===== src/rtl/core/ate_pkg.sv =====
// ate_pkg: shared types and constants for the array table engine
// item structs, operation and status codes, capacity defaults
// no dependencies
package ate_pkg;

	localparam int unsigned CAPACITY_DEF = 64;
	localparam int unsigned MAX_RESULTS  = 64;

	// operation codes
	localparam logic [2:0] OP_FRONT  = 3'd0;
	localparam logic [2:0] OP_APPEND = 3'd1;
	localparam logic [2:0] OP_INS_AT = 3'd2;
	localparam logic [2:0] OP_DEL_AT = 3'd3;
	localparam logic [2:0] OP_SORT   = 3'd4;
	localparam logic [2:0] OP_LFIND  = 3'd5;
	localparam logic [2:0] OP_BFIND  = 3'd6;

	// status codes
	localparam logic [1:0] ST_OK      = 2'd0;
	localparam logic [1:0] ST_FULL    = 2'd1;
	localparam logic [1:0] ST_BAD_POS = 2'd2;
	localparam logic [1:0] ST_MISS    = 2'd3;

	typedef struct packed {
		logic [2:0]         mode;
		logic signed [31:0] value;
		logic [6:0]         position;
	} req_t;

	typedef struct packed {
		logic [1:0] status;
		logic [5:0] found_index;
		logic [6:0] count;
		logic       last;
	} rsp_t;

	// flags from the shared comparator
	typedef struct packed {
		logic eq;
		logic gt;
		logic lt;
	} cmp_t;

endpackage


===== src/rtl/core/array_table_engine_unit.sv =====
// array_table_engine_unit: top level, sequencer around one entry ram and one comparator
// depends on ate_pkg, ate_ram, ate_cmp
//
// channel | direction | handshake         | payload
// req     | in        | req_valid/req_stall | req_t: mode, value, position
// rsp     | out       | rsp_valid/rsp_stall | rsp_t: status, found_index, count, last
//
// one item at a time; req_stall is high from acceptance until its last result is taken
// the single ram read port sets the pace: each entry moved or scanned, each insertion sort
// shift step and each binary search probe takes a read state and then a compare or write state
// each result sits in the output register, held while rsp_stall
// reset clears the fill count and sequencer state only; entries are unknown until written
module array_table_engine_unit
	import ate_pkg::*;
#(
	parameter int unsigned CAPACITY = CAPACITY_DEF
) (
	input  logic clk,
	input  logic arst_n,
	input  logic req_valid,
	output logic req_stall,
	input  req_t req,
	output logic rsp_valid,
	input  logic rsp_stall,
	output rsp_t rsp
);

	localparam int unsigned AW  = (CAPACITY > 1) ? $clog2(CAPACITY) : 1;
	localparam int unsigned CW  = $clog2(CAPACITY + 1);
	localparam int unsigned PW  = (CW > 7) ? CW : 7;
	localparam int unsigned SW  = CW + 2;
	localparam int unsigned MW  = $clog2(MAX_RESULTS + 1);

	typedef enum logic [13:0] {
		S_IDLE    = 14'b00000000000001,
		S_MV_RD   = 14'b00000000000010,
		S_MV_WR   = 14'b00000000000100,
		S_INS_PUT = 14'b00000000001000,
		S_SRT_LD  = 14'b00000000010000,
		S_SRT_KEY = 14'b00000000100000,
		S_SRT_RD  = 14'b00000001000000,
		S_SRT_CMP = 14'b00000010000000,
		S_SRT_PUT = 14'b00000100000000,
		S_LIN_RD  = 14'b00001000000000,
		S_LIN_CMP = 14'b00010000000000,
		S_BIN_RD  = 14'b00100000000000,
		S_BIN_CMP = 14'b01000000000000,
		S_EMIT    = 14'b10000000000000
	} state_t;

	state_t             state_q, ret_q;
	logic [CW-1:0]      fill_q, i_q, j_q, pos_q, pend_idx_q;
	logic               up_q, pend_q;
	logic [MW-1:0]      n_q;
	logic [2:0]         mode_q;
	logic signed [31:0] key_q, find_q;
	logic signed [SW-1:0] lo_q, hi_q, mid_q;
	rsp_t               rsp_q;

	logic               we;
	logic [AW-1:0]      waddr, raddr;
	logic signed [31:0] wdata, rdata;
	cmp_t               cmp;
	logic signed [SW:0] mid_sum;
	logic signed [SW-1:0] mid;
	logic [PW-1:0]      pos_ext, fill_ext;
	logic               full;

	ate_ram #(.DEPTH(CAPACITY), .AW(AW)) u_ram (
		.clk   (clk),
		.we    (we),
		.waddr (waddr),
		.wdata (wdata),
		.raddr (raddr),
		.rdata (rdata)
	);

	ate_cmp u_cmp (
		.a   (rdata),
		.b   (key_q),
		.res (cmp)
	);

	assign req_stall = (state_q != S_IDLE);
	assign rsp_valid = (state_q == S_EMIT);
	assign rsp       = rsp_q;

	assign pos_ext  = PW'(req.position);
	assign fill_ext = PW'(fill_q);
	assign full     = (fill_q == CW'(CAPACITY));
	assign mid_sum  = (SW+1)'(lo_q) + (SW+1)'(hi_q);
	assign mid      = SW'(mid_sum >>> 1);

	// ram port control per state
	always_comb begin
		we    = 1'b0;
		waddr = AW'(i_q);
		wdata = rdata;
		raddr = AW'(i_q);
		case (state_q)
			S_MV_RD:   raddr = up_q ? AW'(i_q - 1'b1) : AW'(i_q + 1'b1);
			S_MV_WR:   we = 1'b1;
			S_INS_PUT: begin
				we    = 1'b1;
				waddr = AW'(pos_q);
				wdata = key_q;
			end
			S_SRT_RD:  raddr = AW'(j_q - 1'b1);
			S_SRT_CMP: begin
				we    = cmp.gt;
				waddr = AW'(j_q);
			end
			S_SRT_PUT: begin
				we    = 1'b1;
				waddr = AW'(j_q);
				wdata = key_q;
			end
			S_BIN_RD:  raddr = AW'(mid);
			default:   ;
		endcase
	end

	// sequencer
	always_ff @(posedge clk or negedge arst_n) begin
		if (!arst_n) begin
			state_q <= S_IDLE;
			ret_q   <= S_IDLE;
			fill_q  <= '0;
		end else begin
			case (state_q)
				S_IDLE: begin
					if (req_valid) begin
						mode_q <= req.mode;
						key_q  <= req.value;
						find_q <= req.value;
						ret_q  <= S_IDLE;
						rsp_q  <= '{status: ST_OK, found_index: '0, count: 7'(fill_q), last: 1'b1};
						state_q <= S_EMIT;
						case (req.mode)
							OP_FRONT, OP_APPEND: begin
								if (full) begin
									rsp_q.status <= ST_FULL;
								end else begin
									up_q    <= 1'b1;
									i_q     <= fill_q;
									pos_q   <= (req.mode == OP_FRONT) ? '0 : fill_q;
									state_q <= S_MV_RD;
								end
							end
							OP_INS_AT: begin
								if (pos_ext > fill_ext) begin
									rsp_q.status <= ST_BAD_POS;
								end else if (full) begin
									rsp_q.status <= ST_FULL;
								end else begin
									up_q    <= 1'b1;
									i_q     <= fill_q;
									pos_q   <= CW'(pos_ext);
									state_q <= S_MV_RD;
								end
							end
							OP_DEL_AT: begin
								if (pos_ext >= fill_ext) begin
									rsp_q.status <= ST_BAD_POS;
								end else begin
									up_q    <= 1'b0;
									i_q     <= CW'(pos_ext);
									state_q <= S_MV_RD;
								end
							end
							OP_SORT, OP_BFIND: begin
								i_q     <= CW'(1);
								state_q <= S_SRT_LD;
							end
							OP_LFIND: begin
								i_q     <= '0;
								n_q     <= '0;
								pend_q  <= 1'b0;
								state_q <= S_LIN_RD;
							end
							default: ;
						endcase
					end
				end
				// shift entries up for insert or down for delete
				S_MV_RD: begin
					if (up_q && i_q == pos_q) begin
						state_q <= S_INS_PUT;
					end else if (!up_q && (i_q + 1'b1) >= fill_q) begin
						fill_q  <= fill_q - 1'b1;
						rsp_q.count <= 7'(fill_q - 1'b1);
						state_q <= S_EMIT;
					end else begin
						state_q <= S_MV_WR;
					end
				end
				S_MV_WR: begin
					i_q     <= up_q ? i_q - 1'b1 : i_q + 1'b1;
					state_q <= S_MV_RD;
				end
				S_INS_PUT: begin
					fill_q  <= fill_q + 1'b1;
					rsp_q.count <= 7'(fill_q + 1'b1);
					state_q <= S_EMIT;
				end
				// insertion sort
				S_SRT_LD: begin
					if (i_q >= fill_q) begin
						if (mode_q == OP_BFIND) begin
							// sort used key_q for its own keys, bring back the search key
							key_q   <= find_q;
							lo_q    <= '0;
							hi_q    <= SW'(fill_q) - 1'b1;
							state_q <= S_BIN_RD;
						end else begin
							state_q <= S_EMIT;
						end
					end else begin
						state_q <= S_SRT_KEY;
					end
				end
				S_SRT_KEY: begin
					key_q   <= rdata;
					j_q     <= i_q;
					state_q <= S_SRT_RD;
				end
				S_SRT_RD: begin
					state_q <= (j_q == '0) ? S_SRT_PUT : S_SRT_CMP;
				end
				S_SRT_CMP: begin
					if (cmp.gt) begin
						j_q     <= j_q - 1'b1;
						state_q <= S_SRT_RD;
					end else begin
						state_q <= S_SRT_PUT;
					end
				end
				S_SRT_PUT: begin
					i_q     <= i_q + 1'b1;
					state_q <= S_SRT_LD;
				end
				// linear scan, one match held back to mark the last item
				S_LIN_RD: begin
					if (i_q >= fill_q || n_q == MW'(MAX_RESULTS)) begin
						ret_q   <= S_IDLE;
						state_q <= S_EMIT;
						rsp_q   <= pend_q ?
							'{status: ST_OK, found_index: 6'(pend_idx_q),
							  count: 7'(fill_q), last: 1'b1} :
							'{status: ST_MISS, found_index: '0,
							  count: 7'(fill_q), last: 1'b1};
					end else begin
						state_q <= S_LIN_CMP;
					end
				end
				S_LIN_CMP: begin
					i_q     <= i_q + 1'b1;
					state_q <= S_LIN_RD;
					if (cmp.eq) begin
						n_q        <= n_q + 1'b1;
						pend_q     <= 1'b1;
						pend_idx_q <= i_q;
						if (pend_q) begin
							rsp_q   <= '{status: ST_OK, found_index: 6'(pend_idx_q),
								count: 7'(fill_q), last: 1'b0};
							ret_q   <= S_LIN_RD;
							state_q <= S_EMIT;
						end
					end
				end
				// binary search on sorted entries
				S_BIN_RD: begin
					if (lo_q > hi_q) begin
						rsp_q.status <= ST_MISS;
						state_q      <= S_EMIT;
					end else begin
						mid_q   <= mid;
						state_q <= S_BIN_CMP;
					end
				end
				S_BIN_CMP: begin
					if (cmp.eq) begin
						rsp_q.found_index <= 6'(mid_q);
						state_q <= S_EMIT;
					end else begin
						if (cmp.lt) begin
							lo_q <= mid_q + 1'b1;
						end else begin
							hi_q <= mid_q - 1'b1;
						end
						state_q <= S_BIN_RD;
					end
				end
				// hold the result item until taken
				S_EMIT: begin
					if (!rsp_stall) begin
						state_q <= ret_q;
					end
				end
				default: state_q <= S_IDLE;
			endcase
		end
	end

endmodule


===== src/rtl/core/ate_ram.sv =====
// ate_ram: entry store, one write and one registered read port
// depends on nothing
module ate_ram #(
	parameter int unsigned DEPTH = 64,
	parameter int unsigned AW    = 6
) (
	input  logic                clk,
	input  logic                we,
	input  logic [AW-1:0]       waddr,
	input  logic signed [31:0]  wdata,
	input  logic [AW-1:0]       raddr,
	output logic signed [31:0]  rdata
);

	logic signed [31:0] mem [DEPTH];

	// write port
	always_ff @(posedge clk) begin
		if (we) begin
			mem[waddr] <= wdata;
		end
	end

	// registered read port
	always_ff @(posedge clk) begin
		rdata <= mem[raddr];
	end

endmodule


===== src/rtl/core/ate_cmp.sv =====
// ate_cmp: shared signed word comparator
// depends on ate_pkg
module ate_cmp
	import ate_pkg::*;
(
	input  logic signed [31:0] a,
	input  logic signed [31:0] b,
	output cmp_t               res
);

	// signed compare of entry against key
	always_comb begin
		res.eq = (a == b);
		res.gt = (a > b);
		res.lt = (a < b);
	end

endmodule


===== config.mk =====
export PLATFORM = sky130hd
export DESIGN_NAME = array_table_engine_unit
export DESIGN_NICKNAME = d
export VERILOG_FILES = /design/src/rtl/core/ate_pkg.sv /design/src/rtl/core/array_table_engine_unit.sv /design/src/rtl/core/ate_ram.sv /design/src/rtl/core/ate_cmp.sv
export SDC_FILE = /design/constraint.sdc
export NUM_CORES = 2
export LEC_CHECK = 0
export ABC_AREA = 1
export BUFFER_PORTS_ARGS = -buffer_cell sky130_fd_sc_hd__buf_2
export CAP_MARGIN = 5
export CORE_ASPECT_RATIO = 2
export CORE_MARGIN = 3
export CORE_UTILIZATION = 45
export CTS_BUF_LIST = sky130_fd_sc_hd__clkbuf_8
export DETAILED_ROUTE_END_ITERATION = 10
export GPL_ROUTABILITY_DRIVEN = 0
export HOLD_SLACK_MARGIN = 0.08
export PLACE_DENSITY = 0.59
export SYNTH_ARGS = -nofsm -noshare
export SYNTH_HDL_FRONTEND = slang
export SYNTH_SLANG_ARGS = --single-unit

===== constraint.sdc =====
create_clock -name clk -period 7.1 [get_ports clk]
set_input_delay 1.42 -clock clk [delete_from_list [all_inputs] [get_ports clk]]
set_output_delay 1.42 -clock clk [all_outputs]
set_load 0.02 [all_outputs]

==> Word level (Yosys, flattened, before mapping) <==
Memory sizes are Yosys's and may differ from the RTL's. A register that Yosys moved wholly into a read port is not among the register bits.
Cells that the tools add are included.
{ "word_totals": {"out_inout_bits": 18, "ramBits": 2048, "word_cells": 218, "register_bits": 181, "in_bits": 46, "memories": 1} }
{ "op_classes": {"magnitude_cmp": 7, "n_eq_ne": 49, "n_mux": 88, "bitwise": 1, "addsub": 10, "n_reduce_logical": 42} }
{ "memory_table": {"columns": ["memory", "depth", "width", "read_ports", "rd_clocked_by_memory_dff", "wr", "line", "rtl"], "rows": [
  ["u_ram.mem", 64, 32, 1, 1, 1, "ate_ram.sv:15", "logic signed [31:0] mem [DEPTH];"]
]} }
{ "ops": {"columns": ["cell", "n"], "rows": [
  ["$mux W14", 18],
  ["$pmux W14 S14", 1],
  ["$mux W32", 4],
  ["$mux W7", 15],
  ["$pmux W32 S3", 1],
  ["$mux W9", 10],
  ["$mux W16", 5],
  ["$pmux W14 S5", 1],
  ["$pmux W7 S5", 2],
  ["$pmux W7 S2", 4],
  ["$pmux W14 S3", 1],
  ["$ne A2 B2 Y1 const B", 19],
  ["$pmux W9 S2", 2],
  ["$eq A32 B32 Y1", 1],
  ["$gt A32 B32 Y1", 1],
  ["$lt A32 B32 Y1", 1],
  ["$reduce_and A6 Y1", 5],
  ["$pmux W6 S4", 1],
  ["$add A7 B1 Y7 const B", 3],
  ["$ge A7 B7 Y1", 3],
  ["$pmux W7 S3", 1],
  ["$reduce_and A7 Y1", 3],
  ["$sub A7 B1 Y7 const B", 3],
  ["$pmux W6 S3", 1],
  ["53 further kinds", 91]
]} }

==> Longest topological paths before layout <==
{ "depth": {"ltp_word": 6, "depth_mapped": 20, "mapped_depth_nobuf": 19} }

==> Modules after synthesis <==
Synthesis repeated with hierarchy kept, for this count alone.
{ "unflattened": {"cells_unflattened": 8117, "area_unflattened_um2": 93898.8} }
{ "by_module_without_submodules": {"columns": ["module", "n_inst", "area_per_inst_um2", "cells_each", "seq_area_each_um2"], "rows": [
  ["ate_ram", 1, 82785.6, 6785, 62139.6],
  ["array_table_engine_unit", 1, 10153.5, 1183, 4962.3],
  ["ate_cmp", 1, 959.7, 149, 0.0]
]} }

==> Least setup slack after synthesis <==
OpenSTA, ideal clock, no wires.
{ "synth_path": {"path_kind": "input port to flip-flop", "start": "in req_valid", "end": "reg key_q[0], enable pin", "arrival_ns": 6.697, "cell_stages": 4, "required_time_ns": 6.506, "setup_time_ns": 0.594, "n_path_buf": 0, "setup_slack_ns": -0.191, "path_cell_list": "nor2_1 inv_1 nand2_1 a2111oi_0"} }
{ "synth_between": {"elab_chain_len": 2} }
{ "synth_rtl": {"columns": ["item", "line", "rtl"], "rows": [
  ["start: declaration", "array_table_engine_unit.sv:20", "input logic req_valid,"],
  ["$ne A2 B2 Y1 (no source line)", null, null],
  ["$reduce_and A5 Y1 (no source line)", null, null],
  ["end signal: assignment", "array_table_engine_unit.sv:134", "key_q <= req.value;"],
  ["end signal: assignment", "array_table_engine_unit.sv:211", "key_q <= find_q;"],
  ["end signal: assignment", "array_table_engine_unit.sv:223", "key_q <= rdata;"],
  ["end: declaration", "array_table_engine_unit.sv:56", "logic signed [31:0] key_q, find_q;"]
]} }
Every way passes these cells.
A chain may end at the register's enable or synchronous reset.

==> Worst setup path after layout <==
{ "layout_path": {"start": "reg state_q[6]", "end": "mem u_ram.mem[18][8], enable pin"} }
{ "layout_between": {"elab_chain_len": 5, "elab_cells_between_ends": 10, "classes_between": "eq/ne (4); mux (4); reduce/logical (2)"} }
{ "layout_rtl": {"columns": ["item", "line", "rtl"], "rows": [
  ["start: declaration", "array_table_engine_unit.sv:51", "state_t state_q, ret_q;"],
  ["start signal: assignment", "array_table_engine_unit.sv:228", "state_q <= (j_q == '0) ? S_SRT_PUT : S_SRT_CMP;"],
  ["$eq A14 B4 Y1, or another cell as far along", "array_table_engine_unit.sv:100", "case (state_q)"],
  ["$reduce_or A3 Y1 (no source line)", null, null],
  ["$pmux W1 S2", "array_table_engine_unit.sv:100", null],
  ["$mux W1", "ate_ram.sv:19", "if (we) begin"],
  ["$mux W1 (not written as such)", "ate_ram.sv:20", "mem[waddr] <= wdata;"],
  ["end: declaration", "ate_ram.sv:15", null]
]} }
Several ways; a longest one is shown, not always the timed one.

==> flow_summary.toml <==
[critical_path]
cp_top_family = "simple AND/OR/NAND/NOR gates"
start_kind = "flop"
timing.rr.end = "u_ram.mem[18][8]"
slowest_delay_ns = 0.93
path_cells = "nor2_1 > nand2_2 > nor2_4 > inv_1 > nor3_1 > inv_1 > nand2_4 > nor2_2 > a21oi_1 > nand3_1 > nor2_4 > buf_4"
worstPathRequired_ns = 7.72
worst_ep_arrival_time_ns = 5.77
r2r_setup_slack_ns = 1.95
setup.worst_path.end_class = "flop"
rr_startpoint = "state_q[6]"
critPathLaunch = "state_q[6]"
worst-path-buf-inv = 3
crit_type = "flop to flop"
r2r_cells = 12
crit_path_max_fanout = 26
critPathSlowestCell = "nor2_4"

[routing]
highest_layer = "met4"
finalWirelength_um = 310000
met2_length_um = 163000
wl_per_cell_um = 25.2
vias_per_cell = 5.61
drt-met1-wl_um = 108000
antenna_left = 0
drt_iter0_drc = 6478
met3_length_um = 16300
num_vias = 69104
drc = 0
drt_pass1_iterations = 8

[power]
leakage_uw = 0.0425
ir_worst_vdd_v = 0.000377
power_uw = 43900
pwr_density_cell_nw_per_um2 = 397

[clocking]
cts_tree = "done"
clockRootBuffer = "clkbuf_8"
cts_sinks = 2249
htree_num_levels = 5
hold_buffers = 0
clkLatencyLatePin_ns = 0.98
cts_buffers = 315
cts_buffer_depth = 4
cts_setup_buffers = 0
post_cts_resized = 0
cts.clk_slew.worst_paths_ns = 0.07

[grt]
grt_pass1_vias = 68694
grt.overflow.total = 0
grt.total_usage = 0.264
grt_pass1_wl_um = 451000
grt_max_degree = 162
antenna_found_initial = 9

[floorplanning]
die_width_um = 341
core_region_area_sq_um = 223000
start_util = 0.453
placementRows = 245
num_io_pins = 64
dieArea_sq_um = 230000
die_y_um = 675

[sta]
fin_skew_ns = 0.0670
worst_slew_pin_slew_ns = 1.33
rsz0062_at_grt = "no"
relSlewSlack = 0.108
setup_viol = 0
finalMaxSlewViolations = 0
final.setup.tns_ns = 0
fin_crit_sh = 0.726
hold_viol = 0
clock.fmax_ghz = 0.194
period_minus_slack_ns = 5.15

[job]
drv_cap = 0

[synth]
ys_ff_latch = 2249
synth.largest_area_cell = "edfxtp_1"
ys_top_cells_by_area = "edfxtp_1 (65%), nand3_1 (10%), nand2_1 (6.3%), nand3b_1 (5.7%), inv_1 (4.3%)"
synth_area_sq_um = 101000
synth_most_common_cell = "edfxtp_1"
synth_compound_area_frac = 0.0173
synth-edff-count = 2194
synthArstFlopShare = 0.0102
syn_area_per_cell_sq_um = 11.0
yosysTopAreaCellShare = 0.654
synth_common_cells = "edfxtp_1 (2194), nand3_1 (2078), nand2_1 (1681), inv_1 (1141), nand3b_1 (760)"
yosys_warnings = 0
synth_fa_ha_area_frac = 0.0103
seq_area_frac_synth = 0.666
synth_top_family_by_area = "simple AND/OR/NAND/NOR gates"
syn-num-nets = 9277
yosys.area_share.simple = 0.234
yosys.cell_types.count = 55
synth_ff_type = "edfxtp_1"
synth_mux_area_frac = 0.0000993
synth_cells = 9149
synth_xor_area_frac = 0.00278

[run_status]
status = "completed"

[placement]
numPortBuffers = 63
hpwl_um = 189000

[min_path]
hp-class = "input pin to async pin"

[final_layout]
nets = 9241
final_core_util = 0.497
area_growth_pct = 9.72
drive_gt1_frac = 0.0822
worst max path at each step:
| stage | endpoint | slack (ns) | cells after the start |
|---|---|---|---|
| final | u_ram.mem[18][8] | 1.95 | 12 |
| after global routing | u_ram.mem[37][6] | 1.65 | 13 |
| after CTS | u_ram.mem[18][8] | 2.03 | 12 |
| after detailed placement | u_ram.mem[32][21] | 2.05 | 14 |
| after global placement | u_ram.mem[32][21] | 2.04 | 14 |
| after floorplan | key_q[0] | 1.38 | 4 |
stage by stage:
stage	hold WS (ns)	area [sq um]	std cells	worst slack (ns)
floorplan	0.442	101000	9149	1.38
global placement	0.476	105000	11757	2.04
detailed placement	0.485	105000	11758	2.05
CTS	0.414	110000	12305	2.03
global route	0.478	111000	12309	1.65
finish	0.485	111000	12310	1.95
placed cells by master (no fill, tap or decap), types with 4 or more instances in the layout:
cell          n
a21oi_1      63
a31oi_1       4
buf_12       35
buf_2        63
buf_4       132
bufinv_16    13
clkbuf_8    331
clkinv_1     63
clkinv_2     45
dfrtp_1      21
dfxtp_1      32
edfxtp_1   2194
ha_1         81
inv_1      1231
inv_2         5
nand2_1    1678
nand2_2       6
nand3_1    2078
nand3b_1    760
nand4_1      19
nor2_1       94
nor2_2       10
nor2_4       67
nor3_1       29
nor4_1        7
o211ai_1     73
o21a_1        5
o21ai_0      69
o21ai_4      33
o221ai_1     12
o22ai_1       7
xnor2_1       5
xor2_1       27
layer usage:
| metal | global-route usage | vias up |
|---|---|---|
| met1 | 0.286 | 33911 |
| met2 | 0.485 | 2711 |
| met4 | 0.171 | 0 |
| met3 | 0.0317 | 913 |
| met5 | 0 | - |
| li1 | - | 31569 |
cells by family (layout without fill, tap and decap cells):
logic type	count (synthesis)	after routing
simple gates	4767	4767
mux	1	1
compound gates	285	285
other cells	0	3
buf+inv	1733	1927
fa+ha+maj	82	82
flops	2249	2249
xor+xnor	32	32
area by class of cell:
class / count / area (sq um)
Clock inverter: 216 / 1230
Sequential cell: 2249 / 67100
Tap cell: 2964 / 3710
Multi-Input combinational cell: 5167 / 27600
Fill cell: 19860 / 112000
Clock buffer: 331 / 4560
Inverter: 1149 / 4330
Antenna cell: 3 / 7.51
Timing Repair Buffer: 231 / 2030
where the power goes:
group | internal, uW | switching (uW) | total (uW)
sequential | 16800 | 278 | 17100
combinational | 4020 | 13100 | 17100
clock | 4790 | 4930 | 9720
total | 25700 | 18300 | 43900
sequential cells by signal, indices dropped and copies added (netlist names), 2 cells and up:
signal       flops
fill_ext         7
mode_q           3
u_ram.mem     2048
j_q              7
mid_q            9
pend_idx_q       6
rsp             16
key_q           32
i_q              7
n_q              7
pos_q            7
state_q         14
ret_q            2
u_ram.rdata     32
lo_q             9
find_q          32
hi_q             9
worst reg2reg max path, cell delays in order, from the launching register on:
cell and delay, ns:
dfrtp_1 0.40, nor2_1 0.19, nand2_2 0.17, nor2_4 0.21, inv_1 0.08, nor3_1 0.26, inv_1 0.17, nand2_4 0.41
nor2_2 0.14, a21oi_1 0.60, nand3_1 0.87, nor2_4 0.94, buf_4 0.37
(Power assumes the default switching activity.)
